**src/hw/rtl/vhs_pkg.sv**
```systemverilog
// ----------------------------------------------------------------------------
// vhs_pkg
// Shared types and constants of the vorticity and helicity stencil.
// ----------------------------------------------------------------------------
package vhs_pkg;

  localparam int CFG_IDX_W = 3;
  localparam int CFG_DATA_W = 16;

  localparam logic [CFG_IDX_W-1:0] REG_SIZE_X = 3'd0;
  localparam logic [CFG_IDX_W-1:0] REG_SIZE_Y = 3'd1;
  localparam logic [CFG_IDX_W-1:0] REG_SIZE_Z = 3'd2;
  localparam logic [CFG_IDX_W-1:0] REG_COEF_X = 3'd3;
  localparam logic [CFG_IDX_W-1:0] REG_COEF_Y = 3'd4;
  localparam logic [CFG_IDX_W-1:0] REG_COEF_Z = 3'd5;

  localparam logic [6:0]  SIZE_XY_RST = 7'd64;
  localparam logic [11:0] SIZE_Z_RST  = 12'd64;
  localparam logic [15:0] COEF_RST    = 16'd1280;

  // Steps of the datapath sequence
  localparam logic [4:0] RD_LAST   = 5'd6;
  localparam logic [4:0] MUL_LAST  = 5'd12;
  localparam logic [4:0] SQRT_LAST = 5'd31;

  typedef struct packed {
    logic [6:0]  size_x;
    logic [6:0]  size_y;
    logic [11:0] size_z;
    logic [15:0] coef_x;
    logic [15:0] coef_y;
    logic [15:0] coef_z;
  } cfg_t;

  typedef struct packed {
    logic       load;      // take the input item, advance position
    logic       rd;        // issue a plane read
    logic       wr;        // write the voxel into its plane
    logic       mul;       // multiply/accumulate step
    logic       sq_init;   // start the square root
    logic       sq_step;   // one square-root iteration
    logic       out_load;  // move the result into the output register
    logic [4:0] step;
  } cmd_t;

  typedef struct packed {
    logic interior;
    logic out_busy;
  } sts_t;

endpackage

```
**src/hw/rtl/vhs_ctrl.sv**
```systemverilog
// ----------------------------------------------------------------------------
// vhs_ctrl
// Sequencer: read stencil, multiply chain, square root, hand off result.
// ----------------------------------------------------------------------------
module vhs_ctrl (
  input  logic          clk,
  input  logic          rst,
  input  logic          in_valid,
  output logic          in_ready,
  input  vhs_pkg::sts_t sts,
  output vhs_pkg::cmd_t cmd
);

  typedef enum logic [4:0] {
    S_IDLE = 5'b00001,
    S_RD   = 5'b00010,
    S_MUL  = 5'b00100,
    S_SQRT = 5'b01000,
    S_DONE = 5'b10000
  } state_t;

  state_t     state, state_next;
  logic [4:0] cnt, cnt_next;

  always_ff @(posedge clk) begin
    if (rst) begin
      state <= S_IDLE;
      cnt   <= '0;
    end else begin
      state <= state_next;
      cnt   <= cnt_next;
    end
  end

  always_comb begin
    state_next = state;
    cnt_next   = cnt + 5'd1;
    in_ready   = 1'b0;
    cmd        = '0;
    cmd.step   = cnt;
    unique case (state)
      S_IDLE: begin
        in_ready = 1'b1;
        cnt_next = '0;
        if (in_valid) begin
          cmd.load   = 1'b1;
          state_next = S_RD;
        end
      end
      S_RD: begin
        cmd.rd = (cnt != vhs_pkg::RD_LAST);
        cmd.wr = (cnt == vhs_pkg::RD_LAST);
        if (cnt == vhs_pkg::RD_LAST) begin
          cnt_next   = '0;
          state_next = sts.interior ? S_MUL : S_IDLE;
        end
      end
      S_MUL: begin
        cmd.mul = 1'b1;
        if (cnt == vhs_pkg::MUL_LAST) begin
          cmd.sq_init = 1'b1;
          cnt_next    = '0;
          state_next  = S_SQRT;
        end
      end
      S_SQRT: begin
        cmd.sq_step = 1'b1;
        if (cnt == vhs_pkg::SQRT_LAST) begin
          cnt_next   = '0;
          state_next = S_DONE;
        end
      end
      S_DONE: begin
        cnt_next = '0;
        if (!sts.out_busy) begin
          cmd.out_load = 1'b1;
          state_next   = S_IDLE;
        end
      end
      default: begin
        state_next = S_IDLE;
      end
    endcase
  end

endmodule

```
**config.mk**
```make
export PLATFORM = sky130hd
export DESIGN_NAME = vhs_ctrl
export DESIGN_NICKNAME = d
export VERILOG_FILES = /design/src/hw/rtl/vhs_pkg.sv /design/src/hw/rtl/vhs_ctrl.sv
export SDC_FILE = /design/constraint.sdc
export NUM_CORES = 1
export LEC_CHECK = 0
export ABC_CLOCK_PERIOD_IN_PS = 3940
export CORE_MARGIN = 2
export CORE_UTILIZATION = 25
export CTS_CLUSTER_DIAMETER = 100
export DETAILED_ROUTE_END_ITERATION = 10
export DONT_BUFFER_PORTS = 1
export HOLD_SLACK_MARGIN = 0.06
export SLEW_MARGIN = 20
export SYNTH_ARGS = -nofsm -noshare
export SYNTH_HDL_FRONTEND = slang
export SYNTH_SLANG_ARGS = --single-unit
export TNS_END_PERCENT = 10
```
**constraint.sdc**
```tcl
create_clock -name clk -period 3.94 [get_ports clk]
set_clock_uncertainty 0.15 [all_clocks]
set_input_delay 0.394 -clock clk [delete_from_list [all_inputs] [get_ports clk]]
set_output_delay 0.394 -clock clk [all_outputs]
set_load 0.02 [all_outputs]
```
==> summary.txt <==
Post-CTS Hold Fix Bufs = 1
Reg clk slew, reported paths = 60 ps
Syn. warnings = 0
Worst Max-Slew Pin Slew = 960.6 ps
Later-pin clock latency in the skew report = 250 ps
Setup CP Type = flop to output port
Final setup fails = 0
Synth top area share = 30.08%
Layout area overhead = 6.203%
Flops & latches, synth = 10
Status = finished clean
Routability cong. = 0.7751
LEAKAGE = 0.2696 nW
GRT busiest layer = met2
Commonest non-fill, non-tap cell in the layout = dfxtp_1
CTS buffer count = 3
Sequential element share of the synthesized area = 30.08%
Required time of the critical path = 3400 ps
DP Area = 674.4 um2
Int Power = 174.3 uW
CP startpoint = state[1]$_SDFFE_PP0P_
Comb power frac = 27.5%
GR Util met1 = 12.93%
Final wirelength = 1.466 mm
CTS max path bufs = 2
Critical path arrival = 1870 ps
IO Pins = 18
Die area = 3091 um2
Fmax = 0.4142 GHz
Top delay family on crit path = simple AND/OR/NAND/NOR gates
Final worst path period need = 2414 ps
Root buf cell = clkbuf_4
Net count after synthesis = 86
Core area = 2500 um2
Worst hold path type = input port to flop
Post-synth EDFFs = 0
Layout cells sized above 1 = 10.53%
Input/output buffers = 0
Antenna violations before repair = 0
Post-Layout Inst Area = 706.9 um2
Most frequent cells in the layout = 10 x dfxtp_1, 6 x nor2_1, 5 x nand2b_1, 5 x a21oi_1
Vias in the first global route = 522
Via Count = 551
Starting Density = 26.63%
Setup_tns = 0 ps
Crit path cell chain = or3_1, nor4b_1
Peak supply drop = 212.2 uV
First-pass GRT wire length = 2.518 mm
CP max stage delay = 810 ps
Clock sink count = 10
Starting DRT DRC Count = 5
Die W = 55.60 um
Final Hold Viols = 0
Drt wl/cell = 13.83 um
Pwr Total = 274.6 uW
Row Count = 18
FFs w/ async S/R, synth = 0%
Mapped Cells = 77
Grt met3 use = 3.023%
Final non-filler cell total = 106
Remaining DRCs = 0
H-tree lvl count = 1
Mean post-synth cell area = 8.645 um2
DP Cell Count = 102
Top post-synthesis cells by area = dfxtp_1 30%, ha_1 7.5%, nand2b_1 4.7%
Worst reg2reg path startpoint = cnt[0]$_SDFF_PP0_
Max-slew violation count = 0
ANT cells = 0
Total global routing overflow = 0
GRT met2 Usage = 15.31%
ANT nets after route = 0
Top_reg_cell synth = dfxtp_1
Synthesized area = 665.6 um2
DP HPWL = 1.152 mm
Gr usage total = 9.976%
Setup bufs post-CTS = 0
Reg power frac = 48.5%
TritonCTS clock tree = done
Slowest stage cell on the critical path = nor4b_1
CP Max Fanout = 6
Vias/cell = 5.198
Clock power share = 24.0%
Period utilisation layout = 61.28%
Largest net degree at the start of global routing = 12
Kind of end point of the critical path = output port
R2R setup slack = 1810 ps
Nets = 87
Sw power = 100.4 uW
Resized cells post-CTS = 0
Relative slew slack = 35.06%
Synth area leader = dfxtp_1
# Max-Cap Violations = 0
Synth cell types = 35
Iteration count of the initial detailed-routing pass = 4
Pwr/cell area = 388.5 nW/um2
RSZ-0062 raised after global routing = no
Die height = 55.60 um
Sw Ratio = 36.55%
CP startpoint kind = flop
Hold Path Origin = rst
CP bufs+invs = 0
power by group through the flow:
stage	clock network [mW]	logic (mW)	registers (mW)
after detailed placement	0	0.0735	0.135
after CTS	0.0679	0.0757	0.133
after global routing	0.0744	0.0854	0.136
final	0.0658	0.0756	0.133
after floorplan	0	0.0712	0.125
after global placement	0	0.0717	0.135
state kept, by name, indices dropped and copies added (netlist names):
| register | count |
|---|---|
| cnt | 5 |
| state | 5 |
path summary, 6_finish.rpt:
check	to	cells after the start
setup / recovery	cmd[5]	2
hold / removal	state[0]$_SDFFE_PP1P_	1
setup reg to reg	state[0]$_SDFFE_PP1P_	6
hold reg to reg	state[3]$_SDFFE_PP0P_	2
cell families after synthesis:
kind of cell / after synthesis / share of synthesized area [%]
AOI/OAI and AO/OA: 16 / 15.79
xor gates and xnor gates: 3 / 3.948
adders and majority gates: 4 / 7.519
buffers and inverters: 10 / 7.141
DFF: 10 / 30.07
and+or+nand+nor: 34 / 35.53
routing by layer:
layer / part of all wire (%) / up-vias
met4: 0 / 0
met3: 6.1 / 0
met1: 45 / 265
met2: 48 / 10
met5: 0 / -
li1: - / 276
per-stage QoR:
step / worst slack (ps) / hold WS (ps) / util (%)
finish: 1526 / 97.46 / 28.28
global route: 1415 / 76.22 / 28.28
CTS: 1509 / 89.63 / 28.28
detailed placement: 1796 / 320.1 / 26.98
global placement: 1798 / 318.5 / 26.98
floorplan: 1895 / 384.7 / -
worst reg2reg max path: stages (launching register included):
cell and delay [ps]:
dfxtp_1 520, inv_1 120, ha_1 210, nand4bb_1 100, and3b_1 400, nor3b_2 160
a311o_1 370
Yosys cell counts, drive strengths merged (2+ instances only):
master and instances:
xor2 2, a211oi 3, nand2 3, nand3 2, dfxtp 10, and3 2
o21ai 3, a21oi 5, ha 4, nor4b 3, nand2b 5, nor2 6
buf 4, o211ai 2, inv 5, nor3 4
area by class of cell:
class                           instances  area (um2)
Clock buffer                            3       22.52
Fill cell                             271        1793
Inverter                                5       18.77
Multi-Input combinational cell         57       417.9
Sequential cell                        10       200.2
Tap cell                               30       37.54
Timing Repair Buffer                    1       10.01
No activity file was read; power rests on OpenSTA's default activity.
